[src/rtl/core/itp_pkg.sv]
// ----------------------------------------------------------------------------
// itp_pkg
// Shared types, codes and count/output evaluation for the interval timer.
// ----------------------------------------------------------------------------
package itp_pkg;

  typedef enum logic [1:0] {
    OP_READ  = 2'd0,
    OP_WRITE = 2'd1,
    OP_TICK  = 2'd2
  } opcode_e;

  localparam logic [2:0] PORT_CTRL = 3'd3;
  localparam logic [2:0] PORT_GATE = 3'd4;
  localparam int unsigned GATE_CHAN = 2;

  // byte sequencing steps
  localparam logic [2:0] STEP_LSB     = 3'd1;
  localparam logic [2:0] STEP_MSB     = 3'd2;
  localparam logic [2:0] STEP_WORD_LO = 3'd3;
  localparam logic [2:0] STEP_WORD_HI = 3'd4;

  // latched count states
  localparam logic [1:0] HOLD_NONE = 2'd0;
  localparam logic [1:0] HOLD_LSB  = 2'd1;
  localparam logic [1:0] HOLD_MSB  = 2'd2;
  localparam logic [1:0] HOLD_WORD = 2'd3;

  localparam logic [1:0] SC_READBACK = 2'd3;
  localparam logic [16:0] FULL_COUNT = 17'h10000;

  typedef struct packed {
    logic       rd;
    logic       wr;
    logic       tick;
    logic [2:0] port;
    logic [7:0] data;
  } cmd_t;

  typedef struct packed {
    logic [7:0] rd_data;
    logic       fault;
    logic       out_now;
    logic       out_next;
    logic       gate;
  } rsp_t;

  typedef struct packed {
    logic [16:0] count;
    logic        out;
  } eval_t;

  // Remaining count and output level from a channel's state.
  function automatic eval_t chan_eval(logic [2:0] mode, logic [16:0] n,
                                      logic [15:0] p, logic [16:0] g);
    eval_t       r;
    logic [2:0]  m;
    logic [16:0] t;
    logic [16:0] h;
    m = (mode >= 3'd6) ? mode - 3'd4 : mode;
    t = {p, 1'b0};
    if (t >= n) t = t - n;
    h = (n + 17'd1) >> 1;
    r.count = '0;
    r.out   = 1'b0;
    if (n != '0) begin
      case (m)
        3'd2: begin
          r.count = n - {1'b0, p};
          r.out   = (p == '0) && (g != '0);
        end
        3'd3: begin
          if (!n[0]) r.count = n - t;
          else if ({1'b0, p} < h) r.count = h - {1'b0, p};
          else r.count = {1'b0, p} - h;
          r.out = {1'b0, p} < h;
        end
        default: begin
          r.count = (n > g) ? n - g : '0;
          case (m)
            3'd0:    r.out = g >= n;
            3'd1:    r.out = g < n;
            default: r.out = g == n;
          endcase
        end
      endcase
    end
    return r;
  endfunction

endpackage

[src/rtl/core/itp_chan.sv]
// ----------------------------------------------------------------------------
// itp_chan
// One counter channel: mode, byte sequencing, latches, ticking and gate.
// ----------------------------------------------------------------------------
module itp_chan #(
  parameter int unsigned CH_IDX = 0
) (
  input  logic          clk_i,
  input  logic          rst_ni,
  input  itp_pkg::cmd_t cmd_i,
  output itp_pkg::rsp_t rsp_o
);

  logic [16:0] init_q, init_d;
  logic [15:0] phase_q, phase_d;
  logic [16:0] prog_q, prog_d;
  logic [2:0]  mode_q, mode_d;
  logic [1:0]  bo_q, bo_d;
  logic [2:0]  rs_q, rs_d;
  logic [2:0]  ws_q, ws_d;
  logic [7:0]  low_q, low_d;
  logic [16:0] held_q, held_d;
  logic [1:0]  hs_q, hs_d;
  logic [7:0]  stat_q, stat_d;
  logic        sh_q, sh_d;
  logic        gate_q, gate_d;

  itp_pkg::eval_t cur, nxt;
  logic        own;
  logic        ctrl;
  logic [7:0]  rd;
  logic        flt;
  logic [15:0] ld_val;
  logic        ld;
  logic        do_latch;
  logic [2:0]  eff;
  logic [16:0] ph_inc;

  assign cur = itp_pkg::chan_eval(mode_q, init_q, phase_q, prog_q);
  assign nxt = itp_pkg::chan_eval(mode_d, init_d, phase_d, prog_d);
  assign own  = (cmd_i.port == 3'(CH_IDX));
  assign ctrl = cmd_i.wr && (cmd_i.port == itp_pkg::PORT_CTRL) && !cmd_i.data[0];
  assign eff  = (mode_q >= 3'd6) ? mode_q - 3'd4 : mode_q;
  assign ph_inc = {1'b0, phase_q} + 17'd1;

  always_comb begin
    init_d = init_q; phase_d = phase_q; prog_d = prog_q; mode_d = mode_q;
    bo_d = bo_q; rs_d = rs_q; ws_d = ws_q; low_d = low_q; held_d = held_q;
    hs_d = hs_q; stat_d = stat_q; sh_d = sh_q; gate_d = gate_q;
    rd = '0; flt = 1'b0; ld = 1'b0; ld_val = '0; do_latch = 1'b0;

    // channel port write
    if (cmd_i.wr && own) begin
      case (ws_q)
        itp_pkg::STEP_LSB: begin ld = 1'b1; ld_val = {8'h00, cmd_i.data}; end
        itp_pkg::STEP_MSB: begin ld = 1'b1; ld_val = {cmd_i.data, 8'h00}; end
        itp_pkg::STEP_WORD_LO: begin
          low_d = cmd_i.data;
          ws_d  = itp_pkg::STEP_WORD_HI;
        end
        itp_pkg::STEP_WORD_HI: begin
          ld = 1'b1; ld_val = {cmd_i.data, low_q};
          ws_d = itp_pkg::STEP_WORD_LO;
        end
        default: flt = 1'b1;
      endcase
    end
    if (ld) begin
      init_d  = (ld_val == '0) ? itp_pkg::FULL_COUNT : {1'b0, ld_val};
      phase_d = '0;
      prog_d  = '0;
    end

    // channel port read
    if (cmd_i.rd && own) begin
      if (sh_q) begin
        sh_d = 1'b0;
        rd   = stat_q;
      end else begin
        case (hs_q)
          itp_pkg::HOLD_LSB:  begin hs_d = itp_pkg::HOLD_NONE; rd = held_q[7:0]; end
          itp_pkg::HOLD_MSB:  begin hs_d = itp_pkg::HOLD_NONE; rd = held_q[15:8]; end
          itp_pkg::HOLD_WORD: begin hs_d = itp_pkg::HOLD_MSB;  rd = held_q[7:0]; end
          default: begin
            case (rs_q)
              itp_pkg::STEP_LSB: rd = cur.count[7:0];
              itp_pkg::STEP_MSB: rd = cur.count[15:8];
              itp_pkg::STEP_WORD_LO: begin
                rs_d = itp_pkg::STEP_WORD_HI; rd = cur.count[7:0];
              end
              itp_pkg::STEP_WORD_HI: begin
                rs_d = itp_pkg::STEP_WORD_LO; rd = cur.count[15:8];
              end
              default: flt = 1'b1;
            endcase
          end
        endcase
      end
    end

    // control word
    if (ctrl) begin
      if (cmd_i.data[7:6] == itp_pkg::SC_READBACK) begin
        if (cmd_i.data[1 + CH_IDX]) begin
          do_latch = !cmd_i.data[5];
          if (!cmd_i.data[4] && !sh_q) begin
            stat_d = {cur.out, 1'b0, bo_q, mode_q, 1'b0};
            sh_d   = 1'b1;
          end
        end
      end else if (cmd_i.data[7:6] == 2'(CH_IDX)) begin
        if (cmd_i.data[5:4] == 2'd0) begin
          do_latch = 1'b1;
        end else begin
          bo_d   = cmd_i.data[5:4];
          rs_d   = {1'b0, cmd_i.data[5:4]};
          ws_d   = {1'b0, cmd_i.data[5:4]};
          mode_d = cmd_i.data[3:1];
        end
      end
    end
    if (do_latch && (hs_q == itp_pkg::HOLD_NONE)) begin
      held_d = cur.count;
      hs_d   = bo_q;
    end

    // tick
    if (cmd_i.tick && (init_q != '0)) begin
      if (prog_q < init_q + 17'd1) prog_d = prog_q + 17'd1;
      phase_d = (ph_inc == init_q) ? '0 : ph_inc[15:0];
    end

    // gate, rising edge restarts in the retriggerable modes
    if (CH_IDX == itp_pkg::GATE_CHAN && cmd_i.wr && cmd_i.port == itp_pkg::PORT_GATE) begin
      if (eff != 3'd0 && eff != 3'd4 && !gate_q && cmd_i.data[0]) begin
        phase_d = '0;
        prog_d  = '0;
      end
      gate_d = cmd_i.data[0];
    end
  end

  always_ff @(posedge clk_i or negedge rst_ni) begin
    if (!rst_ni) begin
      init_q <= '0; phase_q <= '0; prog_q <= '0; mode_q <= '0; bo_q <= '0;
      rs_q <= '0; ws_q <= '0; low_q <= '0; held_q <= '0; hs_q <= '0;
      stat_q <= '0; sh_q <= 1'b0; gate_q <= 1'b0;
    end else begin
      init_q <= init_d; phase_q <= phase_d; prog_q <= prog_d; mode_q <= mode_d;
      bo_q <= bo_d; rs_q <= rs_d; ws_q <= ws_d; low_q <= low_d; held_q <= held_d;
      hs_q <= hs_d; stat_q <= stat_d; sh_q <= sh_d; gate_q <= gate_d;
    end
  end

  assign rsp_o.rd_data  = rd;
  assign rsp_o.fault    = flt;
  assign rsp_o.out_now  = cur.out;
  assign rsp_o.out_next = nxt.out;
  assign rsp_o.gate     = gate_q;

endmodule

[src/rtl/core/interval_timer_8254.sv]
// ----------------------------------------------------------------------------
// interval_timer_8254
// Multi-channel 8254-style interval timer behind byte-wide ports.
// ----------------------------------------------------------------------------
// Each transfer is a port read, a port write or one timer tick. The block
// takes one transfer per clock cycle while ready and returns its result in
// the next cycle from an output register; the channel state updates in the
// same cycle the transfer is accepted, so back-to-back transfers see each
// other's effects. Ready drops only while a result sits unclaimed in the
// output register. Port 3 carries control words (mode, byte order, count
// latch, read-back), port 4 drives the gate of channel 2, ports 0..CHANNELS-1
// load and read counts. A zero load means 65536. BCD control words, accesses
// to a channel with no byte order, and control-port reads raise fault.
module interval_timer_8254 #(
  parameter int unsigned CHANNELS = 3
) (
  input  logic       clk_i,
  input  logic       rst_ni,
  input  logic       in_valid_i,
  output logic       in_ready_o,
  input  logic [1:0] opcode_i,
  input  logic [2:0] port_select_i,
  input  logic [7:0] write_data_i,
  output logic       out_valid_o,
  input  logic       out_ready_i,
  output logic [7:0] read_data_o,
  output logic       timer_out0_o,
  output logic       fault_o
);

  logic          acc;
  itp_pkg::cmd_t cmd;
  itp_pkg::rsp_t rsp [CHANNELS];
  logic [7:0]    rd_d, rd_q;
  logic          flt_d, flt_q;
  logic          out0_q;
  logic          vld_q;
  logic [7:0]    gate_rd;

  // accept whenever the result register is free or being drained
  assign in_ready_o = !vld_q || out_ready_i;
  assign acc        = in_valid_i && in_ready_o;

  assign cmd.rd   = acc && (opcode_i == itp_pkg::OP_READ);
  assign cmd.wr   = acc && (opcode_i == itp_pkg::OP_WRITE);
  assign cmd.tick = acc && (opcode_i == itp_pkg::OP_TICK);
  assign cmd.port = port_select_i;
  assign cmd.data = write_data_i;

  for (genvar c = 0; c < CHANNELS; c++) begin : g_chan
    itp_chan #(.CH_IDX(c)) u_chan (
      .clk_i (clk_i),
      .rst_ni(rst_ni),
      .cmd_i (cmd),
      .rsp_o (rsp[c])
    );
  end

  // gate port read: channel 2 out in bit 5, its gate in bit 0
  if (CHANNELS > itp_pkg::GATE_CHAN) begin : g_gate
    assign gate_rd = {2'b00, rsp[itp_pkg::GATE_CHAN].out_now, 4'h0,
                      rsp[itp_pkg::GATE_CHAN].gate};
  end else begin : g_nogate
    assign gate_rd = '0;
  end

  // merge channel responses; only the addressed channel drives nonzero
  always_comb begin
    rd_d  = '0;
    flt_d = 1'b0;
    for (int c = 0; c < CHANNELS; c++) begin
      rd_d  = rd_d | rsp[c].rd_data;
      flt_d = flt_d | rsp[c].fault;
    end
    if (cmd.rd && port_select_i == itp_pkg::PORT_CTRL) flt_d = 1'b1;
    if (cmd.wr && port_select_i == itp_pkg::PORT_CTRL && write_data_i[0]) flt_d = 1'b1;
    if (cmd.rd && port_select_i == itp_pkg::PORT_GATE) rd_d = gate_rd;
  end

  always_ff @(posedge clk_i or negedge rst_ni) begin
    if (!rst_ni) begin
      vld_q <= 1'b0;
    end else if (acc) begin
      vld_q <= 1'b1;
    end else if (out_ready_i) begin
      vld_q <= 1'b0;
    end
  end

  // hold the result until the consumer takes it
  always_ff @(posedge clk_i) begin
    if (acc) begin
      rd_q   <= rd_d;
      flt_q  <= flt_d;
      out0_q <= rsp[0].out_next;
    end
  end

  assign out_valid_o  = vld_q;
  assign read_data_o  = rd_q;
  assign fault_o      = flt_q;
  assign timer_out0_o = out0_q;

endmodule

[config.mk]
export PLATFORM = sky130hd
export DESIGN_NAME = interval_timer_8254
export DESIGN_NICKNAME = d
export VERILOG_FILES = /design/src/rtl/core/itp_pkg.sv /design/src/rtl/core/itp_chan.sv /design/src/rtl/core/interval_timer_8254.sv
export SDC_FILE = /design/constraint.sdc
export NUM_CORES = 2
export LEC_CHECK = 0
export ABC_AREA = 1
export BUFFER_PORTS_ARGS = -buffer_cell sky130_fd_sc_hd__buf_2
export CAP_MARGIN = 20
export CORE_ASPECT_RATIO = 2
export CORE_MARGIN = 2
export CORE_UTILIZATION = 24
export DETAILED_ROUTE_END_ITERATION = 8
export GPL_ROUTABILITY_DRIVEN = 0
export GPL_TIMING_DRIVEN = 0
export HOLD_SLACK_MARGIN = 0.12
export PLACE_DENSITY_LB_ADDON = 0.08
export SYNTH_ARGS = -nofsm -noshare
export SYNTH_HDL_FRONTEND = slang
export SYNTH_HIERARCHICAL = 1
export SYNTH_SLANG_ARGS = --single-unit
export TNS_END_PERCENT = 1
[constraint.sdc]
create_clock -name clk_i -period 4.7 [get_ports clk_i]
set_input_delay 1.41 -clock clk_i [delete_from_list [all_inputs] [get_ports clk_i]]
set_output_delay 1.41 -clock clk_i [all_outputs]
set_load 0.03 [all_outputs]
Yosys cells after proc, flatten, opt, wreduce, memory -nomap -nowiden
Cells that the tools add are included.

Latch bits: 0. Word-level logic and storage cells: 467. Output and inout bits: 12. Register bits: 294. Memories: 0. Input port bits: 17. Bits in read-only memories: 0. RAM bits: 0.

Equal/unequal tests: 65. Bitwise logic cells: 6. $lt $le $gt $ge: 25. Add/subtract/negate cells: 32. Multiply operators: 0. Shift-type cells: 0. Muxes and demuxes: 184. Reduce and logical (&&, ||, !) cells: 113. Div/mod/pow operators: 0.

Operator list (number): 16-bit two-way mux (26); 17-bit two-way mux (18); 16-bit subtractor (18); 16-bit case mux with 3 select lines (3); 17-bit nonzero test (8); 3-bit two-way mux (44); 17-bit by 1-bit adder with 17-bit output (second input constant) (7); 17-bit == test (7); 17-bit greater-or-equal comparator (7); 17-bit < comparator (7); 16-bit logical NOT (7); 17-bit case mux with 2 select lines (3); 8-bit case mux with 2 select lines (6); 3-bit by 2-bit == test with 1-bit output (second input constant) (22); 16-bit < comparator (4); 1-bit two-way mux (54); 16-bit by 1-bit adder with 17-bit output (second input constant) (3); 17-bit greater-than comparator (3); 8-bit two-way mux (6); 3-bit case mux with 2 select lines (6); 3-bit by 1-bit == test with 1-bit output (second input constant) (11); 1-bit logical AND (32); 2-bit OR reduction (13); 4-bit AND reduction (6); 24 further kinds (104).

Logic depth before layout (Yosys ltp)
Depth after elaboration: 13. Gate-level depth with buffers: 37. Depth with buffers taken out: 35.

Cells and area by module
Netlist, hierarchy kept.

Modules (own cells, without submodules): itp_chan at g_chan[2].u_chan (cells an instance 2071, sequential area each 2377.3 µm², area each 13354.1 µm², instances 1); itp_chan at g_chan[1].u_chan (cells an instance 2054, sequential area each 2352.3 µm², area each 13238.9 µm², instances 1); itp_chan at g_chan[0].u_chan (cells an instance 2044, sequential area each 2352.3 µm², area each 13135.1 µm², instances 1); interval_timer_8254 (cells an instance 54, sequential area each 325.3 µm², area each 530.5 µm², instances 1).

Least setup slack after synthesis
OpenSTA, ideal clock, no wires.

Path kind: register to register. Start: register g_chan[2].u_chan.init_q[1]. End: register rd_q[5], in the netlist read_data_o[5], data pin. Setup slack: -0.234 ns. Clock period less this slack: 4.934 ns. Arrival time: 4.677 ns. Library setup time: 0.256 ns. Stages on the path, launching flop included: 33. Data required time: 4.444 ns. Path buffers: 2. Cells stage by stage: dfrtp_1 inv_1 ha_1 nand3_1 nand2_1 a21oi_1 o21bai_1 a21o_1 nand2_1 nand2_1 clkbuf_1 clkbuf_1 o21ai_0 ha_1 a21o_1 nand2_1 nand3b_1 nor2_1 o21ai_0 a21boi_0 o21ai_0 nand3_1 nand3_1 nand3_1 nand2_1 nand2_1 nand3_1 nand2_1 nand2_1 a21oi_1 nor3_1 o21bai_1 nand2_1.

RTL lines: start, declared (RTL line itp_chan.sv:14) `logic [16:0] init_q, init_d;`; start signal, assigned (RTL line itp_chan.sv:149) `init_q <= init_d; phase_q <= phase_d; prog_q <= prog_d; mode_q <= mode_d;`; end signal, assigned (RTL line interval_timer_8254.sv:93) `rd_q <= rd_d;`; end, declared (RTL line interval_timer_8254.sv:34) `logic [7:0] rd_d, rd_q;`.

Worst setup path after layout
Start: register g_chan[0].u_chan.init_q[8]. End: register out0_q, in the netlist timer_out0_o, data pin.

Longest elaborated chain between the ends: 7. Elaborated cells on any way between the ends: 21. Those cells by class: 2 x add/sub; 4 x order compare; 2 x eq/ne; 7 x mux; 6 x reduce/logical.

Ends and longest elaborated chain: start, declared (RTL line itp_chan.sv:14); start signal, assigned (RTL line itp_chan.sv:149); 17-bit by 1-bit adder with 17-bit output (RTL line itp_chan.sv:129) `if (prog_q < init_q + 17'd1) prog_d = prog_q + 17'd1;`; 17-bit < comparator (RTL line itp_chan.sv:129); 17-bit two-way mux (RTL line itp_chan.sv:129); 17-bit two-way mux * (RTL line itp_chan.sv:128) `if (cmd_i.tick && (init_q != '0)) begin`; net g_chan[0].u_chan.prog_d[9] (RTL line itp_chan.sv:16) `logic [16:0] prog_q, prog_d;`; 17-bit < comparator, or another cell as far along (RTL line itp_pkg.sv:82) `3'd1: r.out = g < n;`; 1-bit case mux with 2 select lines / 1-bit logical AND (equally long branches) (RTL line itp_pkg.sv:80, itp_pkg.sv:70); 1-bit case mux with 2 select lines * (RTL line itp_pkg.sv:67) `case (m)`; end signal, assigned (RTL line interval_timer_8254.sv:95) `out0_q <= rsp[0].out_next;`; end, declared (RTL line interval_timer_8254.sv:36) `logic out0_q;`.

Mark *: on every way through the listed nets, which the timed path passes. The rest lies on a longest branch. A chain may end at the register's enable or synchronous reset.

==> results_dict.tcl <==
set metrics [dict create \
    hold_violations 0 \
    peakVddDrop_v 0.0002471 \
    avgSynthCellArea_um2 6.483 \
    synth_nets 6297 \
    p_leak_uw 0.02133 \
    port_buffers 28 \
    synthCells 5829 \
    dr.pass1.iters 8 \
    nets 6519 \
    wl_um 180900 \
    die_w_um 284.6 \
    worstHoldStart "g_chan[2].u_chan/stat_q[3]" \
    worstSetupPathDepth 29 \
    finalSetupViolations 9 \
    antenna_found_initial 1 \
    routed_via_density 5.010 \
    rows 206 \
    clk_pin_slew_ns 0.06 \
    clock_path_buffers 3 \
    syn2layout_area_growth_pct 17.69 \
    cap_violations 0 \
    cts_tree "done" \
    worstPathRequired_ns 5.05 \
    die_area_mm2 0.1608 \
    drc 0 \
    design_power_total_uw 18030 \
    dp_slack_ns -2.511 \
    cp_max_fo 10 \
    violations "negative setup slack" \
    slew_violations 0 \
    yosys_warnings 6 \
    tightest_slew_ns 1.052 \
    clkLatencyLatePin_ns 0.61 \
    cts-htree-levels 2 \
    dpl.hpwl_um 142000 \
    timing.rr.end "timer_out0_o" \
    drive_gt1_frac 0.1227 \
    grt_start_max_net_pins 100 \
    slowest_stage "or4_4" \
    cts_made_buffers 41 \
    hp-class "reg -> reg" \
    grt_usage 0.2192 \
    die_h_um 565.2 \
    path_class "reg -> reg" \
    reg2reg_depth 29 \
    fill_cells 17470 \
    outcome "complete, but fails checks" \
    cts-root-buf "clkbuf_16" \
    slew_headroom 0.2919 \
    worstSetupEndpoint "timer_out0_o" \
    cp-end-kind "flip-flop" \
    wl_per_cell_um 22.17 \
    synth_area_mm2 0.03779 \
    core_area_mm2 0.1570 \
    postLayoutSetupSlackWorst_ns -0.6092 \
    crit_path_max_incr_delay_ns 0.50 \
    grt_pass1_vias 39100 \
    path_delay_family "simple AND/OR/NAND/NOR gates" \
    fin_crit_ns 5.309 \
    power-per-cell-area_mw_per_mm2 405.5 \
    rr_startpoint "g_chan[0].u_chan/init_q[8]" \
    overflow 0 \
    clock-sinks 294 \
    start_util 0.2407 \
    path_buf_inv 6 \
    drtIter0Drc 3518 \
    skew_ns 0.02741 \
    via_count 40890 \
    startpoint "g_chan[0].u_chan/init_q[8]" \
    max_freq_ghz 0.1884 \
    ant_nets 0 \
    tns_ns -3.401 \
    rsz0062_at_grt "yes" \
    layout_worst_path_cycle_share 1.130 \
    reg2reg_slack_ns -0.61 \
    cp-start-kind "flip-flop" \
    crit_arrival_ns 5.66 \
    ios 29 \
    grt_pass1_wl_um 265900 \
]
[how the worst min path moves through the flow]
stage	end	slack (ns)	cells past startpoint
finish	g_chan[2].u_chan/stat_q[3]	0.48	2
global route	g_chan[2].u_chan/stat_q[3]	0.50	2
CTS	g_chan[2].u_chan/stat_q[3]	0.48	2
detailed placement	g_chan[2].u_chan/stat_q[3]	0.47	2
global placement	g_chan[0].u_chan/stat_q[4]	0.46	2
floorplan	g_chan[2].u_chan/stat_q[5]	0.44	2
[flip-flops by register name (all words and copies together), names as in the netlist]
register / count
g_chan.u_chan/phase_q: 48
g_chan.u_chan/prog_q: 51
g_chan.u_chan/bo_q: 6
g_chan.u_chan/gate_q: 1
out_valid_o: 1
g_chan.u_chan/stat_q: 18
fault_o: 1
g_chan.u_chan/sh_q: 3
g_chan.u_chan/hs_q: 6
g_chan.u_chan/held_q: 48
g_chan.u_chan/rs_q: 9
g_chan.u_chan/mode_q: 9
g_chan.u_chan/ws_q: 9
timer_out0_o: 1
read_data_o: 8
g_chan.u_chan/init_q: 51
g_chan.u_chan/low_q: 24
[tightest hold or removal path: cells and delay by family (launching register included)]
family	cells	cell delay, ns
flops	1	0.34
simple gates	2	0.10
[layout by cell type (no fill, tap or decap), drive strengths merged, types with 183 or more instances in the layout]
cell,count
nand3,508
buf,250
o21ai,415
ha,433
a21oi,486
dfrtp,284
nor2,423
nand2,1491
xor2,183
inv,750
[power breakdown]
group / switching, uW / internal, uW / leakage (uW)
clock network: 1380 / 1900 / 0.000654
registers: 778 / 2840 / 0.00352
logic: 7350 / 3790 / 0.0172
total: 9510 / 8530 / 0.0213
[metal layers]
| metal | GRT usage | share of wire | vias to the layer above |
|---|---|---|---|
| met3 | 0.01878 | 0.046 | 197 |
| met4 | 0.06329 | 0.028 | 0 |
| met2 | 0.3600 | 0.46 | 1160 |
| li1 | - | - | 19940 |
| met5 | 0 | 0 | - |
| met1 | 0.3049 | 0.47 | 19590 |
[metrics by stage]
stage          area, um2  hold WS [ns]    util  std cells
5_1_grt            44470        0.4996  0.2833       8160
3_3_place_gp       40550        0.4621  0.2583       7937
2_1_floorplan      37810        0.4436       -       5829
4_1_cts            43730        0.4838  0.2786       8112
3_5_place_dp       40680        0.4675  0.2592       7945
6_report           44470        0.4801  0.2833       8161
[cell type report]
cell class                      count  area, um2  area share
Multi-Input combinational cell   4607      27670      0.6221
Sequential cell                   294       7528      0.1693
Inverter                          793       3122     0.07019
Tap cell                         2080       2603     0.05852
Timing Repair Buffer              180       1393     0.03131
Clock buffer                       56       1164     0.02616
Buffer                            134      810.8     0.01823
Clock inverter                     15      182.7    0.004108
Antenna cell                        2      5.005   0.0001125
[what timing repair did]
item                       CTS  global route
setup endpoints to repair   75            31
hold buffers                 0             0
buffers inserted            97            45
cloned                       1             1
gates resized for setup    290            93
pin swaps                   24            35
Note: power is estimated with default switching activity, not from simulation.
